<file path="src/design/scalar_to_color_map_macros.svh">
// ---------------------------------------------------------------------------
// Scalar to colour map assertion macros
// Shared immediate-style wrappers for concurrent assertions.
// ---------------------------------------------------------------------------
`ifndef SCALAR_TO_COLOR_MAP_MACROS_SVH
`define SCALAR_TO_COLOR_MAP_MACROS_SVH

// Same-cycle implication, disabled while reset is held
`define STC_ASSERT_IMP(label, clk, rst_n, ante, cons, msg) \
    label: assert property (@(posedge clk) disable iff (!rst_n) (ante) |-> (cons)) \
        else $error(msg);

// Next-cycle implication, disabled while reset is held
`define STC_ASSERT_NXT(label, clk, rst_n, ante, cons, msg) \
    label: assert property (@(posedge clk) disable iff (!rst_n) (ante) |=> (cons)) \
        else $error(msg);

`endif

</file>
<file path="src/design/stc_pkg.sv">
// ---------------------------------------------------------------------------
// Scalar to colour map package
// Shared constants, register codes and control types.
// ---------------------------------------------------------------------------
package stc_pkg;

    localparam int MAX_KEYS    = 16;
    localparam int KEY_IDX_W   = $clog2(MAX_KEYS);
    localparam int SAMPLE_BITS = 32;
    localparam int FRAC_BITS   = 16;
    localparam int RANGE_W     = 32;
    localparam int COUNT_W     = 5;
    localparam int BYTE_W      = 8;
    localparam int CFG_IDX_W   = 3;
    localparam int CFG_DATA_W  = 32;

    typedef enum logic [CFG_IDX_W-1:0] {
        CFG_RANGE_LOW  = 3'd0,
        CFG_RANGE_HIGH = 3'd1,
        CFG_KEY_COUNT  = 3'd2,
        CFG_NAN_RED    = 3'd3,
        CFG_NAN_GREEN  = 3'd4,
        CFG_NAN_BLUE   = 3'd5
    } t_cfg_reg;

    typedef struct packed {
        logic valid;
        logic nan;
        logic last;
    } t_px_ctl;

endpackage

</file>
<file path="src/design/stc_blend.sv">
// ---------------------------------------------------------------------------
// Colour blend
// Interpolates the three channels, scales to bytes and selects the NaN colour.
// ---------------------------------------------------------------------------
module stc_blend #(
    parameter int FRAC_BITS = stc_pkg::FRAC_BITS
) (
    input  logic                           i_clk,
    input  logic                           i_rst_n,
    input  logic                           i_en,
    input  stc_pkg::t_px_ctl               i_ctl,
    input  logic [FRAC_BITS:0]             i_lam,
    input  logic [3*(FRAC_BITS+1)-1:0]     i_col_a,
    input  logic [3*(FRAC_BITS+1)-1:0]     i_col_b,
    input  logic [3*stc_pkg::BYTE_W-1:0]   i_nan_rgb,
    output stc_pkg::t_px_ctl               o_ctl,
    output logic [stc_pkg::BYTE_W-1:0]     o_red,
    output logic [stc_pkg::BYTE_W-1:0]     o_green,
    output logic [stc_pkg::BYTE_W-1:0]     o_blue
);

    localparam int KW = FRAC_BITS + 1;
    localparam int PW = 2 * KW;
    localparam int XW = PW + 8;
    localparam int BW = XW - 2 * FRAC_BITS;
    localparam int YW = stc_pkg::BYTE_W;
    localparam logic [KW-1:0] ONE = {1'b1, {FRAC_BITS{1'b0}}};

    stc_pkg::t_px_ctl r_p_ctl;
    stc_pkg::t_px_ctl r_s_ctl;
    stc_pkg::t_px_ctl r_o_ctl;
    logic [PW-1:0]    r_pa  [3];
    logic [PW-1:0]    r_pb  [3];
    logic [PW-1:0]    r_sum [3];
    logic [YW-1:0]    r_byte [3];

    logic [KW-1:0]    w_inv;
    logic [KW-1:0]    w_ca [3];
    logic [KW-1:0]    w_cb [3];
    logic [YW-1:0]    w_nan [3];
    logic [XW-1:0]    w_x  [3];
    logic [BW-1:0]    w_b  [3];
    logic [YW-1:0]    n_byte [3];

    assign w_inv = ONE - i_lam;

    always_comb begin
        for (int c = 0; c < 3; c++) begin
            w_ca[c]  = i_col_a[(3-c)*KW-1 -: KW];
            w_cb[c]  = i_col_b[(3-c)*KW-1 -: KW];
            w_nan[c] = i_nan_rgb[(3-c)*YW-1 -: YW];
            // 255 * mix, then drop the fraction
            w_x[c]   = {r_sum[c], 8'b0} - XW'(r_sum[c]);
            w_b[c]   = w_x[c][XW-1:2*FRAC_BITS];
            if (r_s_ctl.nan) begin
                n_byte[c] = w_nan[c];
            end else if (w_b[c] > BW'(255)) begin
                n_byte[c] = {YW{1'b1}};
            end else begin
                n_byte[c] = w_b[c][YW-1:0];
            end
        end
    end

    always_ff @(posedge i_clk) begin
        if (!i_rst_n) begin
            r_p_ctl <= '0;
            r_s_ctl <= '0;
            r_o_ctl <= '0;
        end else if (i_en) begin
            r_p_ctl <= i_ctl;
            r_s_ctl <= r_p_ctl;
            r_o_ctl <= r_s_ctl;
        end
    end

    always_ff @(posedge i_clk) begin
        if (i_en) begin
            for (int c = 0; c < 3; c++) begin
                r_pa[c]   <= PW'(w_inv) * PW'(w_ca[c]);
                r_pb[c]   <= PW'(i_lam) * PW'(w_cb[c]);
                r_sum[c]  <= r_pa[c] + r_pb[c];
                r_byte[c] <= n_byte[c];
            end
        end
    end

    assign o_ctl   = r_o_ctl;
    assign o_red   = r_byte[0];
    assign o_green = r_byte[1];
    assign o_blue  = r_byte[2];

endmodule

</file>
<file path="config.mk">
export PLATFORM = sky130hd
export DESIGN_NAME = stc_blend
export DESIGN_NICKNAME = d
export VERILOG_FILES = /design/src/design/scalar_to_color_map_macros.svh /design/src/design/stc_pkg.sv /design/src/design/stc_blend.sv
export SDC_FILE = /design/constraint.sdc
export NUM_CORES = 2
export LEC_CHECK = 0
export BUFFER_PORTS_ARGS = -buffer_cell sky130_fd_sc_hd__buf_2
export CORE_MARGIN = 1.5
export CORE_UTILIZATION = 67
export CTS_BUF_LIST = sky130_fd_sc_hd__clkbuf_16
export DETAILED_ROUTE_END_ITERATION = 6
export GPL_ROUTABILITY_DRIVEN = 0
export PLACE_DENSITY = 0.91
export SLEW_MARGIN = 15
export SYNTH_ARGS = -nofsm -noshare
export SYNTH_HDL_FRONTEND = slang
export SYNTH_SLANG_ARGS = --single-unit
</file>
<file path="constraint.sdc">
create_clock -name i_clk -period 9.4 [get_ports i_clk]
set_clock_uncertainty 0.1 [all_clocks]
set_input_delay 0 -clock i_clk [delete_from_list [all_inputs] [get_ports i_clk]]
set_output_delay 0 -clock i_clk [all_outputs]
set_load 0.02 [all_outputs]
</file>
* Word level (Yosys, flattened, before mapping)
Memory sizes are Yosys's and may differ from the RTL's. Cells that the tools add are included.
Operators by class: add/sub/neg operators 7, magnitude comparators 3, multiply operators 6, muxes and demuxes 8
Operators with widths (number):
- multiplier 17 x 17 -> 34 bit | 6
- subtractor 42 x 34 -> 42 bit | 3
- adder 34 bit | 3
- 2-to-1 mux 8 bit | 6
- > comparator 10 x 8 -> 1 bit (second input constant) | 3
- subtractor 17 bit (first input constant) | 1
- 2-to-1 mux 1 bit | 2
Word-level totals: logic and storage cells 37, input port bits 149, output and inout bits 27, bits in writable memories 330, memories 4, register bits 9
Memory list:
- r_pa | depth 3, bits a word 34, rd ports 3, clocked after Yosys merged registers in 0, write ports 3, line stc_blend.sv:32 | logic [PW-1:0] r_pa [3];
- r_pb | depth 3, bits a word 34, rd ports 3, clocked after Yosys merged registers in 0, write ports 3, line stc_blend.sv:33 | logic [PW-1:0] r_pb [3];
- r_sum | depth 3, bits a word 34, rd ports 3, clocked after Yosys merged registers in 0, write ports 3, line stc_blend.sv:34 | logic [PW-1:0] r_sum [3];
- r_byte | depth 3, bits a word 8, rd ports 3, clocked after Yosys merged registers in 0, write ports 3, line stc_blend.sv:35 | logic [YW-1:0] r_byte [3];

* Logic depth before layout (Yosys ltp)
depth in word-level cells 4, gate-level depth with buffers 32, mapped depth without buffers 27

* Least setup slack after synthesis
Ideal clock, no wire load.
kind input -> register, from input port i_lam[4], to memory r_pa[0][67] (netlist name), data pin, library setup time 0.260 ns, setup slack 1.937 ns, arrival time 7.103 ns, stages on the path 27, path buffers 2, path through clkbuf_1 > or4_1 > nor2_1 > nand2_1 > or4b_1 > xnor2_2 > buf_2 > nand2_1 > fa_1 > fa_1 > inv_1 > fa_1 > fa_1 > fa_1 > inv_1 > fa_1 > inv_1 > ha_1 > a21o_1 > a21oi_1 > nor2b_1 > o41a_1 > a221o_1 > a211oi_1 > o21ai_1 > a21oi_1 > xnor2_1
RTL lines:
- start, declared | line stc_blend.sv:12 | input logic [FRAC_BITS:0] i_lam,
- end, declared | line stc_blend.sv:32

==> qor.csv <==
stage;metric;value;unit
outcome;status;complete, but fails checks;
outcome;violations in the final reports;DRC;
global_routing;first-pass GRT wire length;335000;um
flow_run;maxcap violations;0;
sta;minimum clock period;8180;ps
synth;flops & latches, synth;339;
finish;area of the multi-input gates;57700;um2
die;Die Area;115000;um2
sta;max-slew violation count;0;
die;row cnt;123;
critical_path;maximum fanout along the worst path;25;
sta;PnR worst setup slack;1220;ps
clocking;CTS buffer count;39;
clocking;clock transition at the registers of the reported paths;60;ps
synth;Post-Synth Adder-Cell Area;0.491;
synth;asr flop ratio synth;0;
drt;Via density;6.13;
drt;DR top layer;met5;
critical_path;startpoint of the lowest-slack register-to-register path;r_sum[0][0];
synth;Cell Area, Synth;75900;um2
die;Boundary Pins;176;
synth;Seq/Total Area, Yosys;0.133;
finish;area grow syn2layout;5.07;%
drt;via count;60500;
synth;post-synthesis mux area share;0.00186;
global_routing;vias in the first global route;66600;
sta;Slew @ Worst Pin;1090;ps
synth;Synth Area in Simple Gates;0.157;
synth;Post-Synth XOR/XNOR Area;0.0314;
sta;Relative slew margins;0.272;
critical_path;crit path DAT;8410;ps
die;die height;340;um
sta;TNS Setup;0;ps
sta;RSZ-0062 raised after global routing;false;
sta;final count of hold timing violations;0;
synth;number of flops mapped to enable cells by yosys;330;
clocking;htree depth;2;
drt;Metal-1 WL;67900;um
critical_path;Setup crit end kind;register;
global_routing;largest net degree at the start of global routing;165;
placed_design;Placed Cells incl. Taps;9735;
synth;compound-gate portion of the synthesized area;0.0764;
drt;Final Routed Wirelength;205000;um
die;Initial Utilization;0.675;
finish;Nets;10600;
clocking;clk_lat worst skew;600;ps
critical_path;reg2reg end;r_byte[0][4];
hold_path;worst hold start;i_col_a[35];
placed_design;# port buffers;175;
placed_design;placement-stage cell area;78100;um2
global_routing;initial antenna violation count;32;
global_routing;total grt overflow;0;
finish;sequential cell area;10100;um2
drt;post-route ant nets;0;
hold_path;hold path cells;3;
sta;Max Clk Rate;0.122;GHz
clocking;clk sinks;339;
global_routing;gr usage total;0.365;
critical_path;Worst EP required;9630;ps
drt;Met2 Wirelength;97500;um
hold_path;WHS Endpoint;r_pa[0][1];
drt;met3 routed WL;22500;um
synth;Synth area leaders;fa_1 36%, ha_1 14%, edfxtp_1 13%, inv_1 9.2%, and2_1 5.9%;
synth;largest area contributor in the netlist;fa_1;
clocking;CTS tree;yes;
synth;ys flop type;edfxtp_1;
clocking;worst-case clock buffer depth;3;
sta;# setup viols final;0;
drt;DR WL/cell;20.7;um
critical_path;Crit-path slowest cell;or4_1;
synth;main combinational cell family by area after synthesis;adder cells;
synth;post-synthesis cell type count;86;
critical_path;CP peak stage delay;570;ps
die;die width;340;um
synth;Synth top area share;0.355;
finish;design area;79800;um2
placed_design;DPL Wire Length;157000;um
drt;drt first pass iters;7;
finish;Final Non-Filler Cells;9871;
drt;DR iter-0 viols;5972;
finish;ratio of cells with drive above 1 in the final layout;0.0407;
critical_path;Top cell by count, worst path;fa_1;
finish;# fillers;7133;
hold_path;Hold Crit Class;primary input to register;
synth;Ys Warns;0;
clocking;quantity of gates resized following cts;0;
placed_design;Post-Place Setup Slack;873;ps
critical_path;WS Path Type;primary input to register;
synth;Synth Instances;8340;
die;Placeable Area;112000;um2
synth;Mean Syn Cell Area;9.11;um2
drt;DRC;1;
synth;Post-Syn Nets;10700;
sta;period utilization;0.870;
critical_path;register-to-register setup slack;5380;ps
critical_path;Worst R2R Path Depth;10;
clocking;clk root buf;clkbuf_16;
critical_path;Startpoint Class;primary input;
## cells in the mapped netlist, types with 16 or more instances
master and n:
o21ai_1 18, nand2b_1 29, o21a_1 47, o21ai_0 129
a211oi_1 32, clkbuf_1 313, fa_1 1347, nor3_1 76
or3_1 17, a21oi_1 255, a31oi_1 24, and2_1 713
o211ai_1 30, and3_1 46, and4_1 16, a21o_1 152
ha_1 826, inv_1 1860, nand3_1 66, nand4_1 39
nor2b_1 60, o21bai_1 26, nor2_1 184, buf_1 20
xnor2_1 196, nand2_1 1174, xor2_1 74, edfxtp_1 330
## cell families after synthesis
logic type | Yosys count
and+or+nand+nor | 2468
buffers and inverters | 2200
adders and majority gates | 2173
AOI/OAI and AO/OA | 875
DFF | 339
xor gates and xnor gates | 271
muxes | 14
## layout make-up
| cell class | count | share of cell area |
|---|---|---|
| diodes | 27 | 0.000847 |
| flip-flops and latches | 339 | 0.126 |
| clock buffers | 40 | 0.0125 |
| multi-input cells | 5801 | 0.724 |
| repair buffers | 273 | 0.0222 |
| inverters | 1860 | 0.0875 |
| clock inverters | 31 | 0.00343 |
| well taps | 1500 | 0.0235 |
## worst max-delay path: cells and delay by family
family                     cells  cell delay, ps
buffers and inverters          7            1010
adders and majority gates      7            3430
xor gates and xnor gates       2             560
AOI/OAI and AO/OA              7            1820
and+or+nand+nor                6            1510
## metal layers
metal  up-vias  global-route usage
li1      25700                   -
met4        12               0.263
met3      1155              0.0839
met1     29700               0.420
met5         -                   0
met2      3973               0.601
## flip-flops by register name, indices dropped and copies added (netlist names)
register	count
r_pa	102
r_pb	102
r_sum	102
r_byte	24
o_ctl	3
r_p_ctl	3
r_s_ctl	3
## metrics by stage
| step | utilization | hold WS, ps |
|---|---|---|
| global placement | 0.694 | 165 |
| global route | 0.709 | 79.4 |
| floorplan | - | 12.5 |
| detailed placement | 0.694 | 178 |
| finish | 0.709 | 72.7 |
| CTS | 0.709 | 19.2 |
## worst max path at each step
stage                  endpoint  cells past startpoint      from
finish              r_pa[0][98]                     29  i_lam[5]
global route        r_pa[0][98]                     28  i_lam[5]
CTS                 r_pa[0][98]                     29  i_lam[5]
detailed placement  r_pa[0][98]                     28  i_lam[5]
global placement    r_pa[0][98]                     28  i_lam[5]
floorplan           r_pa[0][67]                     27  i_lam[4]
## placed cells by master (no fill, tap or decap), drive strengths merged, types with 185 or more instances in the layout
master and n:
a21oi 256, and2 713, buf 235, edfxtp 330
fa 1347, ha 826, inv 1867, nand2 1174
nor2 185, xnor2 197
## timing repair
item | in CTS | in global routing
buffers inserted | 0 | 0
hold buffers | 38 | 0
endpoints found under the hold margin | 77 | 0
Power is not shown: default switching activity piles up to over one toggle a cycle in this logic, so the estimate is an artifact.
