File: src/design/scalar_to_color_map_macros.svh
// ---------------------------------------------------------------------------
// Scalar to colour map assertion macros
// Shared immediate-style wrappers for concurrent assertions.
// ---------------------------------------------------------------------------
`ifndef SCALAR_TO_COLOR_MAP_MACROS_SVH
`define SCALAR_TO_COLOR_MAP_MACROS_SVH

// Same-cycle implication, disabled while reset is held
`define STC_ASSERT_IMP(label, clk, rst_n, ante, cons, msg) \
    label: assert property (@(posedge clk) disable iff (!rst_n) (ante) |-> (cons)) \
        else $error(msg);

// Next-cycle implication, disabled while reset is held
`define STC_ASSERT_NXT(label, clk, rst_n, ante, cons, msg) \
    label: assert property (@(posedge clk) disable iff (!rst_n) (ante) |=> (cons)) \
        else $error(msg);

`endif

File: src/design/stc_pkg.sv
// ---------------------------------------------------------------------------
// Scalar to colour map package
// Shared constants, register codes and control types.
// ---------------------------------------------------------------------------
package stc_pkg;

    localparam int MAX_KEYS    = 16;
    localparam int KEY_IDX_W   = $clog2(MAX_KEYS);
    localparam int SAMPLE_BITS = 32;
    localparam int FRAC_BITS   = 16;
    localparam int RANGE_W     = 32;
    localparam int COUNT_W     = 5;
    localparam int BYTE_W      = 8;
    localparam int CFG_IDX_W   = 3;
    localparam int CFG_DATA_W  = 32;

    typedef enum logic [CFG_IDX_W-1:0] {
        CFG_RANGE_LOW  = 3'd0,
        CFG_RANGE_HIGH = 3'd1,
        CFG_KEY_COUNT  = 3'd2,
        CFG_NAN_RED    = 3'd3,
        CFG_NAN_GREEN  = 3'd4,
        CFG_NAN_BLUE   = 3'd5
    } t_cfg_reg;

    typedef struct packed {
        logic valid;
        logic nan;
        logic last;
    } t_px_ctl;

endpackage

File: src/design/stc_ram.sv
// ---------------------------------------------------------------------------
// Generic RAM
// One write port, two read ports with registered read data.
// ---------------------------------------------------------------------------
module stc_ram #(
    parameter int WIDTH = 8,
    parameter int DEPTH = stc_pkg::MAX_KEYS
) (
    input  logic                     i_clk,
    input  logic                     i_we,
    input  logic [$clog2(DEPTH)-1:0] i_waddr,
    input  logic [WIDTH-1:0]         i_wdata,
    input  logic                     i_re,
    input  logic [$clog2(DEPTH)-1:0] i_raddr_a,
    input  logic [$clog2(DEPTH)-1:0] i_raddr_b,
    output logic [WIDTH-1:0]         o_rdata_a,
    output logic [WIDTH-1:0]         o_rdata_b
);

    logic [WIDTH-1:0] r_mem [DEPTH];
    logic [WIDTH-1:0] r_rdata_a;
    logic [WIDTH-1:0] r_rdata_b;

    always_ff @(posedge i_clk) begin
        if (i_we) begin
            r_mem[i_waddr] <= i_wdata;
        end
        if (i_re) begin
            r_rdata_a <= r_mem[i_raddr_a];
            r_rdata_b <= r_mem[i_raddr_b];
        end
    end

    assign o_rdata_a = r_rdata_a;
    assign o_rdata_b = r_rdata_b;

endmodule

File: src/design/stc_lookup.sv
// ---------------------------------------------------------------------------
// Key table and segment search
// Applies key writes in stream order, finds the bracketing segment and reads
// both of its keys.
// ---------------------------------------------------------------------------
module stc_lookup #(
    parameter int FRAC_BITS = stc_pkg::FRAC_BITS
) (
    input  logic                           i_clk,
    input  logic                           i_rst_n,
    input  logic                           i_en,
    input  stc_pkg::t_px_ctl               i_ctl,
    input  logic                           i_op,
    input  logic [FRAC_BITS:0]             i_t,
    input  logic [stc_pkg::COUNT_W-1:0]    i_key_count,
    input  logic [stc_pkg::KEY_IDX_W-1:0]  i_key_idx,
    input  logic [FRAC_BITS:0]             i_key_pos,
    input  logic [FRAC_BITS:0]             i_key_red,
    input  logic [FRAC_BITS:0]             i_key_green,
    input  logic [FRAC_BITS:0]             i_key_blue,
    output stc_pkg::t_px_ctl               o_ctl,
    output logic [FRAC_BITS:0]             o_t,
    output logic [4*(FRAC_BITS+1)-1:0]     o_key_a,
    output logic [4*(FRAC_BITS+1)-1:0]     o_key_b
);

    localparam int KW = FRAC_BITS + 1;
    localparam int CW = stc_pkg::COUNT_W;
    localparam int IW = stc_pkg::KEY_IDX_W;
    localparam int NK = stc_pkg::MAX_KEYS;

    logic [KW-1:0]    r_pos [NK];
    stc_pkg::t_px_ctl r_ctl;
    logic [KW-1:0]    r_t;

    logic             w_wr;
    logic [CW-1:0]    w_kc;
    logic [IW-1:0]    w_ki;
    logic [IW-1:0]    w_kj;

    assign w_wr = i_en && i_ctl.valid && i_op;

    // saturate the key count to the range 2 to MAX_KEYS
    always_comb begin
        priority if (i_key_count < CW'(2)) begin
            w_kc = CW'(2);
        end else if (i_key_count > CW'(NK)) begin
            w_kc = CW'(NK);
        end else begin
            w_kc = i_key_count;
        end
    end

    // first key at or above t closes the segment; default to the last one
    always_comb begin
        w_ki = IW'(w_kc - CW'(2));
        for (int k = NK - 1; k >= 1; k--) begin
            if ((CW'(k) < w_kc) && (i_t <= r_pos[k])) begin
                w_ki = IW'(k - 1);
            end
        end
    end

    assign w_kj = w_ki + 1'b1;

    always_ff @(posedge i_clk) begin
        if (w_wr) begin
            r_pos[i_key_idx] <= i_key_pos;
        end
    end

    stc_ram #(
        .WIDTH (4 * KW),
        .DEPTH (NK)
    ) u_keys (
        .i_clk     (i_clk),
        .i_we      (w_wr),
        .i_waddr   (i_key_idx),
        .i_wdata   ({i_key_pos, i_key_red, i_key_green, i_key_blue}),
        .i_re      (i_en),
        .i_raddr_a (w_ki),
        .i_raddr_b (w_kj),
        .o_rdata_a (o_key_a),
        .o_rdata_b (o_key_b)
    );

    always_ff @(posedge i_clk) begin
        if (!i_rst_n) begin
            r_ctl <= '0;
        end else if (i_en) begin
            r_ctl.valid <= i_ctl.valid && !i_op;
            r_ctl.nan   <= i_ctl.nan;
            r_ctl.last  <= i_ctl.last;
        end
    end

    always_ff @(posedge i_clk) begin
        if (i_en) begin
            r_t <= i_t;
        end
    end

    assign o_ctl = r_ctl;
    assign o_t   = r_t;

endmodule

File: config.mk
export PLATFORM = sky130hd
export DESIGN_NAME = stc_lookup
export DESIGN_NICKNAME = d
export VERILOG_FILES = /design/src/design/scalar_to_color_map_macros.svh /design/src/design/stc_pkg.sv /design/src/design/stc_ram.sv /design/src/design/stc_lookup.sv
export SDC_FILE = /design/constraint.sdc
export NUM_CORES = 2
export LEC_CHECK = 0
export ABC_AREA = 1
export BUFFER_PORTS_ARGS = -buffer_cell sky130_fd_sc_hd__buf_2
export CORE_ASPECT_RATIO = 0.5
export CORE_UTILIZATION = 49
export DETAILED_ROUTE_END_ITERATION = 12
export GPL_TIMING_DRIVEN = 1
export MAX_ROUTING_LAYER = met4
export PLACE_DENSITY_LB_ADDON = 0.3
export SETUP_SLACK_MARGIN = 0.05
export SYNTH_ARGS = -nofsm -noshare
export SYNTH_HDL_FRONTEND = slang
export SYNTH_SLANG_ARGS = --single-unit
File: constraint.sdc
create_clock -name i_clk -period 10.3 [get_ports i_clk]
set_clock_uncertainty 0.2 [all_clocks]
set_input_delay 0.515 -clock i_clk [delete_from_list [all_inputs] [get_ports i_clk]]
set_output_delay 0.515 -clock i_clk [all_outputs]
set_load 0.1 [all_outputs]
======== Word level (Yosys, flattened, before mapping) ========
Memories as Yosys holds them, arrays and structs flattened. A register that Yosys moved wholly into a read port is not among the register bits.
Index checks and enable logic that the tools add are counted.
cells by class
  add/subtract/negate cells ............... 2
  multiplexer cells ....................... 19
  $lt $le $gt $ge ......................... 32
  reductions and logical operators ........ 19
operators by type and width
  cell                                                                  count
  17-bit <= comparator                                                  15
  4-bit 2-to-1 mux                                                      15
  4-bit by 5-bit < comparator with 1-bit output, first input constant   8
  3-bit by 5-bit < comparator with 1-bit output, first input constant   4
  1-bit logical AND                                                     18
  2-bit by 5-bit < comparator with 1-bit output, first input constant   2
  5-bit 2-to-1 mux                                                      2
  5-bit greater-than comparator, second input constant                  1
  1-bit by 5-bit < comparator with 1-bit output, first input constant   1
  5-bit by 2-bit < comparator with 1-bit output, second input constant  1
  4-bit by 1-bit adder with 4-bit output, second input constant         1
  4-bit by 2-bit subtractor with 4-bit output, second input constant    1
  1-bit 2-to-1 mux                                                      2
  1-bit zero test                                                       1
storage, ports and cells
  register bits after elaboration ......... 20
  bits of input ports ..................... 101
  RAM bits ................................ 1360
  word-level logic and storage cells ...... 78
  memories ................................ 2
memory list
  name          depth  width  read ports  clocked after Yosys merged registers in  write ports  RTL line          RTL
  u_keys.r_mem  16     68     2           2                                        1            stc_ram.sv:20     logic [WIDTH-1:0] r_mem [DEPTH];
  r_pos         16     17     15          0                                        1            stc_lookup.sv:32  logic [KW-1:0] r_pos [NK];

======== Depth between registers and ports, before layout ========
  word-level depth ........................ 21
  mapped depth ............................ 39
  depth with buffers taken out ............ 33

======== Hierarchy ========
A second synthesis with hierarchy kept.
second synthesis, totals
  cells, all modules ...................... 8505
  area, all modules ....................... 77174.0 sq um
modules (own cells, without submodules)
  module      cells an instance  times used  area an instance (sq um)  seq. area each (sq um)
  stc_ram     7013               1           61460.2                   36755.3
  stc_lookup  1492               1           15713.8                   8227.9

======== Worst setup path after synthesis ========
No wires, ideal clock.
  path type ............................... in2reg
  start point ............................. input port i_key_count[4] (netlist name)
  end point ............................... register u_keys.r_rdata_b[8] (netlist: u_keys.o_rdata_b[8]) (read register of u_keys.r_mem), data pin
  slack ................................... 5.710 ns
  data required time ...................... 9.969 ns
  stages on the path ...................... 37
  arrival time ............................ 4.259 ns
  cells stage by stage .................... nor2_4 > inv_2 > nor2_2 > a21oi_1 > inv_1 > ha_1 > inv_1 > o21ai_1 > a21boi_1 > nand2_1 > nand2_1 > nand2_1 > nand2_1 > nand2_1 > nand2_1 > nand2_1 > nand2_1 > nand2_1 > nand2_1 > nand2_1 > nand2_1 > nand2_1 > nand2_2 > nand2_4 > buf_6 > buf_4 > buf_2 > inv_1 > ha_1 > inv_1 > clkbuf_1 > clkbuf_1 > buf_1 > nand3_1 > nand3_1 > nand3_1 > nand2_1
between the ends
  word-level cells in the longest chain between the ends .. 21
  elaborated cells between the ends (all ways) .. 51
  classes of those cells .................. add/sub: 2; order compare: 17; mux: 17; reduce/logical: 15
ends and longest elaborated chain
  what                                           RTL line          RTL
  start, declared                                stc_lookup.sv:15  input logic [stc_pkg::COUNT_W-1:0] i_key_count,
  5-bit greater-than comparator                  stc_lookup.sv:47  end else if (i_key_count > CW'(NK)) begin
  5-bit 2-to-1 mux                               stc_lookup.sv:47
  5-bit 2-to-1 mux *                             stc_lookup.sv:45  priority if (i_key_count < CW'(2)) begin
  4-bit by 5-bit < comparator with 1-bit output  stc_lookup.sv:58  if ((CW'(k) < w_kc) && (i_t <= r_pos[k])) begin
  1-bit logical AND                              stc_lookup.sv:58
  4-bit 2-to-1 mux (14 in a row)                 stc_lookup.sv:58
  4-bit 2-to-1 mux *                             stc_lookup.sv:58
  4-bit by 1-bit adder with 4-bit output *       stc_lookup.sv:64  assign w_kj = w_ki + 1'b1;
  end, declared                                  stc_ram.sv:22     logic [WIDTH-1:0] r_rdata_b;
Every way passes the cells marked *; elsewhere a longest branch is shown, timed or not.
A chain may end at the register's enable or synchronous reset.

======== Worst setup path after layout ========
  start point ............................. input port i_t[0]
  end point ............................... register u_keys.r_rdata_b[4] (netlist: u_keys.o_rdata_b[4]) (read register of u_keys.r_mem), data pin
between the ends
  word-level cells in the longest chain between the ends .. 18
  elaborated cells between the ends (all ways) .. 46
  classes of those cells .................. add/sub: 1; order compare: 15; mux: 15; reduce/logical: 15
ends and longest elaborated chain
  what                                      RTL line          RTL
  start, declared                           stc_lookup.sv:14  input logic [FRAC_BITS:0] i_t,
  17-bit <= comparator                      stc_lookup.sv:58
  1-bit logical AND                         stc_lookup.sv:58
  4-bit 2-to-1 mux (14 in a row)            stc_lookup.sv:58
  4-bit 2-to-1 mux *                        stc_lookup.sv:58
  4-bit by 1-bit adder with 4-bit output *  stc_lookup.sv:64
Marks and branches as above.

==> reports/metrics.cfg <==
[power_and_ir_drop]
p_per_area_mw_per_mm2 = 170
ir_drop_v = 0.000146
p_leak_nw = 32.5
intPower_mw = 8.68
p_clk_share_pct = 32.9
p_total_mw = 13.0
p_comb_share_pct = 22.4
p_sw_mw = 4.29
seqPwrFrac_pct = 44.7
switching_share_pct = 33.1

[sta]
fin_crit_ns = 7.58
hold_viol = 0
setup_tns_ns = 0
fin_crit_sh_pct = 73.6
tightest_slew_ns = 1.29
max_freq_mhz = 132
finalMaxSlewViolations = 0
rsz0062_at_grt = no
slew_headroom_pct = 14.1
setup_viol = 0

[die]
die_area_sq_mm = 0.144
ios = 257
die_y_um = 268
fp-row-count = 97
start_util_pct = 49.5
core_area_sq_mm = 0.140
die_x_um = 535

[synthesis]
yosys_warnings = 0
ys_types = 43
syn_nets = 8328
netlist_instances = 7965
syn_area_per_cell_sq_um = 8.73
yosys_register_bits = 1244
syn_area_sq_mm = 0.0695
synth-edff-count = 1241
synth_flop_cell = edfxtp_1
ys_async_sr_fraction_pct = 0
yosysSeqAreaShare_pct = 53.7

[global_route]
antenna_found_initial = 6
grt.total_usage_pct = 32.2
grt_max_degree = 257
grt_pass1_vias = 54000
grt_pass1_wl_um = 338000
grt.overflow.total = 0

[detailed_routing]
drc = 0
dr_total_vias = 59300
vias_per_cell = 5.96
detail-route-antenna-nets = 0
wl_per_cell_um = 23.1
drt_first_pass_iters = 9
wl_um = 229000
drt_iter0_drc = 8672

[finish]
area_delta_synth_final_pct = 9.53
final_area_sq_mm = 0.0762
finalNetCount = 8321
drive_above_1_share_pct = 6.67
fillers = 12500
fin_util_pct = 54.2

[flow_run]
drv_cap = 0

[worst_setup_path]
cp_num_buf_inv = 6
ff2ff_path_depth = 23
r2r-end = u_keys.o_rdata_b[4]$_DFFE_PP_
rrSetupSlack_ns = 2.82
crit_fanout = 167
crit_type = in -> reg
crit_slowest_cell = buf_4
critical_path_arrival_ns = 7.89
cpPeakStageDelay_ns = 0.80
crit_path_start_kind = input pin
endpoint_kind = register
cp_common_cell = nand2_1
r2r_start = r_pos[5][5]$_DFFE_PP_
cpLargestDelayFamily = simple AND/OR/NAND/NOR gates
worstPathRequired_ns = 10.61

[worst_hold_path]
hold_depth = 1
whs_endpoint = o_t[9]$_DFFE_PP_
worstHoldStart = i_t[9]
hold_class = in -> reg

[clocking]
cts_made_buffers = 113
clk_pin_slew_ns = 0.07
clock_latency_ns = 0.77
cts_tree = done
cts_setup_buffers = 0
clockBufferDepth = 3
cts-root-buf = clkbuf_16
clkSinkCount = 1244
h-tree-depth = 3

[placement]
hpwl_um = 125000
io_buffers = 256
gp_congestion = 0.985
dpl_cell_area_sq_mm = 0.0718

[run_status]
status = completed

registers in the layout (all words and copies together), names as in the netlist:
name	cells
u_keys.o_rdata_a	68
o_t	17
r_pos	240
u_keys.r_mem	848
o_ctl	3
u_keys.o_rdata_b	68
how the worst max path moves through the flow:
stage | startpoint | to | slack (ns) | cells after the start
after floorplan | i_key_count[4] | u_keys.o_rdata_b[8]$_DFFE_PP_ | 5.71 | 37
after global placement | i_t[8] | u_keys.o_rdata_a[55]$_DFFE_PP_ | 2.68 | 21
after detailed placement | i_t[8] | u_keys.o_rdata_a[55]$_DFFE_PP_ | 2.69 | 21
after CTS | i_t[0] | u_keys.o_rdata_a[55]$_DFFE_PP_ | 3.01 | 23
after global routing | i_t[0] | u_keys.o_rdata_b[7]$_DFFE_PP_ | 2.51 | 25
final | i_t[0] | u_keys.o_rdata_b[4]$_DFFE_PP_ | 2.72 | 25
power groups by stage:
stage	Sequential, mW	Combinational, mW	Clock, mW
finish	5.80	2.90	4.26
global placement	5.91	2.81	0
CTS	5.80	2.86	4.28
detailed placement	5.91	2.83	0
floorplan	6.53	1.47	0
global route	5.80	3.11	4.47
cells in the final DEF (no fill, tap or decap), types with 113 or more instances in the layout:
cell type and instances:
edfxtp_1 1241, inv_1 954, ha_1 261, nand3b_1 212, nand3_1 2144, a21oi_1 382
nand2_1 1696, buf_2 255, nor2_1 337, clkbuf_16 113
cell families (layout without fill, tap and decap cells):
kind of cell / Yosys count / after routing / share of synthesized area [%]
simple gates: 4493 / 4493 / 29.6
buf+inv: 1501 / 1582 / 8.56
flops: 1244 / 1244 / 53.7
compound gates: 463 / 463 / 3.48
fa+ha+maj: 262 / 262 / 4.71
xor+xnor: 2 / 2 / 0.0252
other cells: 0 / 7 / 0
cell usage after synthesis, drive strengths merged (5+ instances only):
master / number / area, sq um
nor3: 27 / 140
nor2: 357 / 1360
ha: 262 / 3280
nand3b: 212 / 1590
a21o: 7 / 52.6
o31ai: 5 / 37.5
nand3: 2145 / 10700
nor3b: 5 / 37.5
a21oi: 382 / 1910
edfxtp: 1241 / 37300
nand4: 38 / 238
o21ai: 44 / 220
inv: 964 / 3620
a211oi: 9 / 67.6
buf: 316 / 1500
nand2: 1702 / 6400
clkbuf: 221 / 830
through the flow:
stage          std cells  setup WS, ns  hold slack [ns]
2_1_floorplan       7965          5.71            0.414
3_3_place_gp        9649          2.68            0.263
3_5_place_dp        9649          2.69            0.265
4_1_cts             9927          3.01           0.0114
5_1_grt             9931          2.51           0.0307
6_report            9934          2.72           0.0615
routing by layer:
layer	vias up	wire length, um	GRT usage, %
li1	27100	-	-
met1	28200	93300	44.0
met2	3502	103000	49.2
met3	516	24700	4.68
met4	0	8070	10.8
met5	-	0	-
layout make-up:
cell class	instances	area, sq um	area share, %
flip-flops and latches	1244	37300	49.0
multi-input cells	5220	26500	34.8
well taps	1881	2350	3.09
inverters	964	3640	4.78
diodes	7	17.5	0.0230
clock buffers	141	2930	3.85
clock inverters	62	658	0.864
repair buffers	415	2750	3.61
what timing repair did:
item / CTS / global route
endpoints found under the hold margin: 1077 / 0
hold buffers: 75 / 0
resized for setup: 0 / 0
No activity file was read; power rests on OpenSTA's default activity.
