--- config.mk ---
export PLATFORM = sky130hd
export DESIGN_NAME = stc_div
export DESIGN_NICKNAME = d
export VERILOG_FILES = /design/src/design/scalar_to_color_map_macros.svh /design/src/design/stc_div.sv
export SDC_FILE = /design/constraint.sdc
export NUM_CORES = 2
export LEC_CHECK = 0
export ABC_AREA = 1
export BUFFER_PORTS_ARGS = -buffer_cell sky130_fd_sc_hd__buf_2
export CAP_MARGIN = 20
export CORE_ASPECT_RATIO = 2
export CORE_MARGIN = 2
export CORE_UTILIZATION = 59
export CTS_CLUSTER_SIZE = 20
export DETAILED_ROUTE_END_ITERATION = 10
export PLACE_DENSITY = 0.78
export SYNTH_ARGS = -nofsm -noshare
export SYNTH_HDL_FRONTEND = slang
export SYNTH_SLANG_ARGS = --single-unit
--- constraint.sdc ---
create_clock -name i_clk -period 1.9 [get_ports i_clk]
set_input_delay 0.095 -clock i_clk [delete_from_list [all_inputs] [get_ports i_clk]]
set_output_delay 0.095 -clock i_clk [all_outputs]
set_load 0.005 [all_outputs]
--- src/design/scalar_to_color_map_macros.svh ---
// ---------------------------------------------------------------------------
// Scalar to colour map assertion macros
// Shared immediate-style wrappers for concurrent assertions.
// ---------------------------------------------------------------------------
`ifndef SCALAR_TO_COLOR_MAP_MACROS_SVH
`define SCALAR_TO_COLOR_MAP_MACROS_SVH

// Same-cycle implication, disabled while reset is held
`define STC_ASSERT_IMP(label, clk, rst_n, ante, cons, msg) \
    label: assert property (@(posedge clk) disable iff (!rst_n) (ante) |-> (cons)) \
        else $error(msg);

// Next-cycle implication, disabled while reset is held
`define STC_ASSERT_NXT(label, clk, rst_n, ante, cons, msg) \
    label: assert property (@(posedge clk) disable iff (!rst_n) (ante) |=> (cons)) \
        else $error(msg);

`endif

--- src/design/stc_div.sv ---
// ---------------------------------------------------------------------------
// Pipelined fraction divider
// Restoring division of num/den (num < den), one quotient bit per stage.
// ---------------------------------------------------------------------------
module stc_div #(
    parameter int NW = 32,
    parameter int QB = 16,
    parameter int SW = 1
) (
    input  logic          i_clk,
    input  logic          i_rst_n,
    input  logic          i_en,
    input  logic          i_valid,
    input  logic [NW-1:0] i_num,
    input  logic [NW-1:0] i_den,
    input  logic [SW-1:0] i_side,
    output logic          o_valid,
    output logic [QB-1:0] o_quot,
    output logic [SW-1:0] o_side
);

    localparam int RW = NW + 1;

    logic          r_v    [QB];
    logic [RW-1:0] r_rem  [QB];
    logic [NW-1:0] r_den  [QB];
    logic [QB-1:0] r_q    [QB];
    logic [SW-1:0] r_side [QB];

    logic [RW-1:0] w_rem_in [QB];
    logic [NW-1:0] w_den_in [QB];
    logic [QB-1:0] w_q_in   [QB];
    logic [RW-1:0] w_sh     [QB];
    logic          w_ge     [QB];
    logic [RW-1:0] n_rem    [QB];
    logic [QB-1:0] n_q      [QB];

    always_comb begin
        w_rem_in[0] = {1'b0, i_num};
        w_den_in[0] = i_den;
        w_q_in[0]   = '0;
        for (int i = 1; i < QB; i++) begin
            w_rem_in[i] = r_rem[i-1];
            w_den_in[i] = r_den[i-1];
            w_q_in[i]   = r_q[i-1];
        end
        for (int i = 0; i < QB; i++) begin
            // remainder stays below den, so its top bit is free for the shift
            w_sh[i]  = {w_rem_in[i][RW-2:0], 1'b0};
            w_ge[i]  = (w_sh[i] >= {1'b0, w_den_in[i]});
            n_rem[i] = w_ge[i] ? (w_sh[i] - {1'b0, w_den_in[i]}) : w_sh[i];
            n_q[i]   = {w_q_in[i][QB-2:0], w_ge[i]};
        end
    end

    always_ff @(posedge i_clk) begin
        if (!i_rst_n) begin
            for (int i = 0; i < QB; i++) begin
                r_v[i] <= 1'b0;
            end
        end else if (i_en) begin
            r_v[0] <= i_valid;
            for (int i = 1; i < QB; i++) begin
                r_v[i] <= r_v[i-1];
            end
        end
    end

    always_ff @(posedge i_clk) begin
        if (i_en) begin
            r_side[0] <= i_side;
            r_den[0]  <= i_den;
            for (int i = 1; i < QB; i++) begin
                r_side[i] <= r_side[i-1];
                r_den[i]  <= r_den[i-1];
            end
            for (int i = 0; i < QB; i++) begin
                r_rem[i] <= n_rem[i];
                r_q[i]   <= n_q[i];
            end
        end
    end

    assign o_valid = r_v[QB-1];
    assign o_quot  = r_q[QB-1];
    assign o_side  = r_side[QB-1];

endmodule

==> results of run 1 <==
## layer usage
layer	GRT usage	overflow
met5	0.384	19
met3	0.686	148
met4	0.983	1633
met1	0.787	136
met2	1.15	5543
## what timing repair did
item                                    4_1_cts
endpoints found under the hold margin        78
pin swaps                                   253
endpoints found under the setup margin      463
gates cloned                                 38
hold buffers                                 66
resized for setup                          1095
buffers inserted                            229
## cell usage after synthesis, types with 24 or more instances
| cell | instances |
|---|---|
| nand4_1 | 47 |
| a21oi_1 | 332 |
| nand2_2 | 64 |
| nand3_1 | 751 |
| and2_1 | 127 |
| inv_1 | 2290 |
| edfxtp_1 | 1127 |
| nand3b_1 | 153 |
| nand3_2 | 127 |
| buf_6 | 44 |
| nor2_2 | 47 |
| nor2_1 | 561 |
| nand2_1 | 4300 |
| nor3_1 | 111 |
| o21ai_0 | 24 |
| buf_2 | 69 |
| xor2_1 | 195 |
| ha_1 | 511 |
## cells by family after synthesis
family                   Yosys count  share of synthesized area
adder cells (fa/ha/maj)          526                     0.0820
flip-flops                      1128                      0.415
buffers and inverters           2442                      0.120
AND/OR/NAND/NOR                 6352                      0.337
AO/OA/AOI/OAI                    385                     0.0245
XOR/XNOR                         210                     0.0225
## stage by stage
stage / instance area, um^2 / hold slack [ns] / setup WS [ns]
3_3_place_gp: 106000 / 0.272 / -1.15
3_5_place_dp: 106000 / 0.284 / -1.15
2_1_floorplan: 84200 / 0.194 / -0.0187
4_1_cts: 117000 / 0.0401 / -0.593
==> flow_summary.html, run 1 <==
<table>
<tr><th>Metric</th><th>Value</th></tr>
<tr><th colspan="2">Clock network</th></tr>
<tr><td>Max clock buf depth</td><td>3</td></tr>
<tr><td>H-tree levels</td><td>3</td></tr>
<tr><td>Clock buffers created by TritonCTS</td><td>100</td></tr>
<tr><td>CTS sink count</td><td>1,128</td></tr>
<tr><td>Clock Root Buffer</td><td>clkbuf_16</td></tr>
<tr><th colspan="2">Global route</th></tr>
<tr><td>Largest net degree at the start of global routing</td><td>72</td></tr>
<tr><td>First-pass GRT wire length</td><td>approximately 950,000 um</td></tr>
<tr><td>Global Route Usage Sum</td><td>0.885</td></tr>
<tr><td>Via count of the first global-routing pass</td><td>roughly 120k</td></tr>
<tr><td>Total grt overflow</td><td>7,479</td></tr>
<tr><th colspan="2">Floorplanning</th></tr>
<tr><td>Num rows</td><td>193</td></tr>
<tr><td>Width of the chip</td><td>267 um</td></tr>
<tr><td># IOs</td><td>just under 90</td></tr>
<tr><td>Initial Util</td><td>0.592</td></tr>
<tr><td>Die height</td><td>approximately 530 um</td></tr>
<tr><th colspan="2">Status</th></tr>
<tr><td>Run status</td><td>stopped before the end</td></tr>
<tr><td>Stopped at</td><td>global routing (5_1_grt)</td></tr>
<tr><td>First error message</td><td>[ERROR GRT-0116] Global routing finished with congestion. Check the congestion regions in the DRC Viewer.</td></tr>
<tr><th colspan="2">Yosys</th></tr>
<tr><td>Dominant register cell in the synthesized netlist</td><td>edfxtp_1</td></tr>
<tr><td>Sequential area share after synthesis</td><td>0.415</td></tr>
<tr><td>Mean instance size in the synthesized netlist</td><td>7.39 um^2</td></tr>
<tr><td>Cell count after synthesis</td><td>approximately 11,000</td></tr>
<tr><td>Cell variety after synth</td><td>about 40</td></tr>
<tr><td>EDFF count, synth</td><td>roughly 1,100</td></tr>
<tr><td>Fraction of post-synthesis cell area in the top cell type by area</td><td>0.415</td></tr>
<tr><td>Cell type contributing the most total cell area after synthesis</td><td>edfxtp_1</td></tr>
<tr><td>Asr flop ratio synth</td><td>0</td></tr>
<tr><td>Ranking of synthesized cells by area</td><td>edfxtp_1 41%, nand2_1 20%, inv_1 11%</td></tr>
<tr><td>Post-synthesis register bit count</td><td>about 1,100</td></tr>
<tr><td>Yosys warns</td><td>0</td></tr>
<tr><td>Net count after synthesis</td><td>11,600</td></tr>
<tr><td>Cell area after synthesis</td><td>between 80,000 and 90,000 um^2</td></tr>
<tr><th colspan="2">Place</th></tr>
<tr><td>Number of port buffers</td><td>86</td></tr>
<tr><td>Dpl hpwl</td><td>between 300,000 and 400,000 um</td></tr>
<tr><td>Placed cell count</td><td>15,300</td></tr>
<tr><td>Final weighted congestion in routability-driven placement</td><td>1.23</td></tr>
</table>
==> run 2, diff against run 1 <==
CORE_ASPECT_RATIO = unset   (was 2)
CORE_UTILIZATION = 40   (was 59)
CTS_CLUSTER_SIZE = unset   (was 20)
PLACE_DENSITY = unset   (was 0.78)
PLACE_DENSITY_LB_ADDON = 0.15   (was unset)
clock period = 2.47 ns   (was 1.9 ns; I/O delays follow)
==> run 2 against run 1 <==
Effect of this change:
- the run now ends clean
- area after synthesis unchanged
- synthesized cell count unchanged
==> flow_summary.html, run 2 <==
<table>
<tr><th>Metric</th><th>Value</th></tr>
<tr><th colspan="2">Clock network</th></tr>
<tr><td>Clk_lat worst skew</td><td>~0.8 ns</td></tr>
<tr><td>Max clock buf depth</td><td>3 (unchanged)</td></tr>
<tr><td>H-tree levels</td><td>4 (+1)</td></tr>
<tr><td>CTS sink count</td><td>1,128 (unchanged)</td></tr>
<tr><td>Clock Root Buffer</td><td>clkbuf_16</td></tr>
<tr><td>Clock-pin slew on the worst setup and hold paths</td><td>0.06 ns</td></tr>
<tr><td>Clock buffers created by TritonCTS</td><td>136 (+36%)</td></tr>
<tr><td>Clock tree from TritonCTS</td><td>done</td></tr>
<tr><th colspan="2">Setup path</th></tr>
<tr><td>Required @ worst endpoint</td><td>3.00 ns</td></tr>
<tr><td>Delay of the slowest cell on the worst path</td><td>approximately 0.50 ns</td></tr>
<tr><td>Crit path top cell by count</td><td>buf_12</td></tr>
<tr><td>Signal arrival time at the worst endpoint</td><td>~3.0 ns</td></tr>
<tr><td>Crit-path max FO</td><td>12</td></tr>
<tr><td>Slowest stage cell, crit path</td><td>edfxtp_1</td></tr>
<tr><td>Critical path endpoint category</td><td>register</td></tr>
<tr><td>Worst setup path category</td><td>register to register</td></tr>
<tr><td>Startpoint type of the worst setup path</td><td>register</td></tr>
<tr><td>Critical Path, Cell by Cell</td><td>inv_2, ha_4, buf_6, nand4_1, nor3_2, nand2_1, nand2_2, nor2_4, buf_12, buf_12, buf_12, nand3_1, nand2_1</td></tr>
<tr><th colspan="2">Yosys</th></tr>
<tr><td>Cell area after synthesis</td><td>81,600 um^2 (unchanged)</td></tr>
<tr><td>Post-synthesis register bit count</td><td>1,128 (unchanged)</td></tr>
<tr><td>Cell count after synthesis</td><td>11,000 (unchanged)</td></tr>
<tr><td>Dominant register cell in the synthesized netlist</td><td>edfxtp_1</td></tr>
<tr><td>EDFF count, synth</td><td>1,127 (unchanged)</td></tr>
<tr><td>Asr flop ratio synth</td><td>0 (unchanged)</td></tr>
<tr><td>Net count after synthesis</td><td>11,600 (unchanged)</td></tr>
<tr><td>Mean instance size in the synthesized netlist</td><td>7.39 um^2 (unchanged)</td></tr>
<tr><td>Cell type contributing the most total cell area after synthesis</td><td>edfxtp_1</td></tr>
<tr><td>Ranking of synthesized cells by area</td><td>edfxtp_1 41%, nand2_1 20%, inv_1 11%</td></tr>
<tr><td>Cell variety after synth</td><td>41 (unchanged)</td></tr>
<tr><td>Fraction of post-synthesis cell area in the top cell type by area</td><td>0.415 (unchanged)</td></tr>
<tr><td>Most repeated cell in the gate-level netlist after synthesis</td><td>nand2_1</td></tr>
<tr><td>Yosys warns</td><td>0 (unchanged)</td></tr>
<tr><td>List of most frequent post-synthesis cells</td><td>4,300 x nand2_1, 2,290 x inv_1, 1,127 x edfxtp_1, 751 x nand3_1, 561 x nor2_1</td></tr>
<tr><td>Sequential area share after synthesis</td><td>0.415 (unchanged)</td></tr>
<tr><th colspan="2">STA</th></tr>
<tr><td>Final hold violation count</td><td>0</td></tr>
<tr><td>Worst slew margin</td><td>0.477</td></tr>
<tr><td>Final Setup Violations</td><td>0</td></tr>
<tr><td>Fin Clk Skew</td><td>between 0.03 and 0.04 ns</td></tr>
<tr><td>Crit path time final</td><td>between 2 and 2.5 ns</td></tr>
<tr><td>Fraction of the cycle the final worst path needs</td><td>0.996</td></tr>
<tr><td>Measured slew at the worst slew-check pin</td><td>around 0.8 ns</td></tr>
<tr><td>Summed negative setup slack over all endpoints</td><td>0 ns</td></tr>
<tr><td>Max Freq</td><td>407 MHz</td></tr>
<tr><td>Count of pins over their slew limit</td><td>0</td></tr>
<tr><td>Setup repair after global routing missed its margin</td><td>true</td></tr>
<tr><th colspan="2">Layout</th></tr>
<tr><td>Layout Area Growth over Synthesis</td><td>27.2%</td></tr>
<tr><td>Combined flip-flop and latch cell area</td><td>33,900 um^2</td></tr>
<tr><td>Net count reported at finish</td><td>13,100</td></tr>
<tr><td>Fill cell count</td><td>between 15,000 and 20,000</td></tr>
<tr><td>Largest registers</td><td>r_den: 480 flops, r_rem: 480 flops, r_q: 136 flops</td></tr>
<tr><td>Layout cells sized above 1</td><td>0.195</td></tr>
<tr><td>Area of the multi-input gates</td><td>slightly above 40,000 um^2</td></tr>
<tr><td>Number of cells in the finished layout apart from fillers</td><td>15,300</td></tr>
<tr><td>Commonest non-fill, non-tap cells in the layout</td><td>4,202 x nand2_1, 2,261 x inv_1, 1,255 x buf_4</td></tr>
<tr><td>Most frequent standard cell in the layout excluding fill and tap cells</td><td>nand2_1</td></tr>
<tr><td>Post-Route Utilization</td><td>0.513</td></tr>
<tr><th colspan="2">Drt</th></tr>
<tr><td>Aggregate routed wire length</td><td>approximately 290,000 um</td></tr>
<tr><td>DR DRC count</td><td>0</td></tr>
<tr><td>Via total after detailed routing</td><td>74,300</td></tr>
<tr><td>Post-DRT Antenna Nets</td><td>0</td></tr>
<tr><td>DR WL/cell</td><td>around 19 um</td></tr>
<tr><td>Met3 routed wirelength</td><td>between 10,000 and 15,000 um</td></tr>
<tr><td>Met2 Wirelength</td><td>about 140,000 um</td></tr>
<tr><td>Via density per instance</td><td>roughly 4.8</td></tr>
<tr><td>Routed metal-1 wire length</td><td>121,000 um</td></tr>
<tr><td>Drt initial violations</td><td>5,626</td></tr>
<tr><td>Uppermost routed layer</td><td>met5</td></tr>
<tr><td>Pre-antenna DRT Iters</td><td>6</td></tr>
<tr><th colspan="2">Power</th></tr>
<tr><td>Peak supply drop</td><td>just over 800 uV</td></tr>
<tr><td>Standby leakage power</td><td>roughly 53 nW</td></tr>
<tr><td>Overall power after layout</td><td>roughly 130 mW</td></tr>
<tr><td>Power per unit of standard cell area</td><td>~1200 nW/um^2</td></tr>
<tr><th colspan="2">Global route</th></tr>
<tr><td>Global Route Usage Sum</td><td>0.268</td></tr>
<tr><td>Total grt overflow</td><td>0</td></tr>
<tr><td>Via count of the first global-routing pass</td><td>71,700</td></tr>
<tr><td>Largest net degree at the start of global routing</td><td>between 100 and 150</td></tr>
<tr><td>Number of antenna violations at the first check in global routing</td><td>8</td></tr>
<tr><td>First-pass GRT wire length</td><td>426,000 um</td></tr>
<tr><th colspan="2">Floorplanning</th></tr>
<tr><td>Die height</td><td>456 um (-14%)</td></tr>
<tr><td>Width of the chip</td><td>456 um (+71%)</td></tr>
<tr><td>Core Area</td><td>approximately 200,000 um^2</td></tr>
<tr><td>Num rows</td><td>165 (-15%)</td></tr>
<tr><td># IOs</td><td>87 (unchanged)</td></tr>
<tr><td>Overall die area</td><td>208,000 um^2</td></tr>
<tr><td>Initial Util</td><td>0.403 (-0.189)</td></tr>
<tr><th colspan="2">Place</th></tr>
<tr><td>Final weighted congestion in routability-driven placement</td><td>0.952 (-22%)</td></tr>
<tr><td>Number of port buffers</td><td>86 (unchanged)</td></tr>
<tr><td>Dpl hpwl</td><td>233,000 um (-24%)</td></tr>
<tr><td>Placed cell count</td><td>14,800 (-3.4%)</td></tr>
<tr><th colspan="2">Status</th></tr>
<tr><td>Run status</td><td>complete, no violations</td></tr>
<tr><th colspan="2">Job</th></tr>
<tr><td>Max-capacitance violation count</td><td>0</td></tr>
<tr><th colspan="2">Hold path</th></tr>
<tr><td>Tightest Hold Check Type</td><td>primary input to register</td></tr>
</table>
run 2: cell counts after synthesis:
Identical to the previous run, type by type.
run 2: final timing paths:
path,slack [ns],cells past startpoint,from,to
hold / removal,0.08,2,i_den[25],r_den[0][25]
setup / recovery,0.01,13,r_den[0][94],r_rem[0][112]
hold reg to reg,0.41,0,r_q[1][84],r_q[1][101]
setup reg to reg,0.01,13,r_den[0][94],r_rem[0][112]
run 2: per-stage QoR:
| stage | hold slack, ns | setup slack [ns] | area (um^2) |
|---|---|---|---|
| finish | 0.0774 | 0.0104 | 104000 |
| detailed placement | 0.308 | -0.220 | 93500 |
| CTS | 0.0183 | -0.0134 | 99600 |
| global placement | 0.305 | -0.196 | 93500 |
| floorplan | 0.222 | 0.517 | 81600 |
| global route | 0.0439 | -0.0355 | 104000 |
run 2: cell type report:
type | count | share of cell area
repair buffers | 1486 | 0.116
inverters | 2303 | 0.0834
diodes | 5 | 0.000121
clock buffers | 155 | 0.0337
multi-input cells | 7485 | 0.399
flip-flops and latches | 1128 | 0.326
well taps | 2672 | 0.0322
clock inverters | 90 | 0.00941
run 2: where the power goes:
group	switching [mW]	internal (mW)	leakage (nW)	total, mW
Clock	8.61	11.6	2.17	20.2
Sequential	4.95	28.3	11.1	33.3
Combinational	43.0	29.5	40.2	72.6
run 2: critical path, delay by kind of cell, from the launching register on:
kind          cells  cell delay [ns]
flops             1             0.50
fa+ha+maj         1             0.30
buf+inv           5             0.63
simple gates      7             0.75
run 2: metal layers:
layer,GRT usage,vias to the layer above
li1,-,37500
met1,0.337,34400
met2,0.471,1970
met3,0.0270,511
met4,0.105,2
met5,0,-
run 2: logic make-up (layout without fill, tap and decap cells):
family,Yosys count,in the layout,synth area share
xor+xnor,210,210,0.0225
buf+inv,2442,4034,0.120
compound gates,385,385,0.0245
simple gates,6352,6364,0.337
flops,1128,1128,0.415
fa+ha+maj,526,526,0.0820
other cells,0,5,0
run 2: what timing repair did:
action,4_1_cts,5_1_grt
hold buffers,69,0
buffers inserted,40,142
hold endpoints to repair,167,0
pin swaps,19,79
gates resized for setup,84,517
gates cloned,5,9
setup endpoints to repair,224,435
Note: power is estimated with default switching activity, not from simulation.
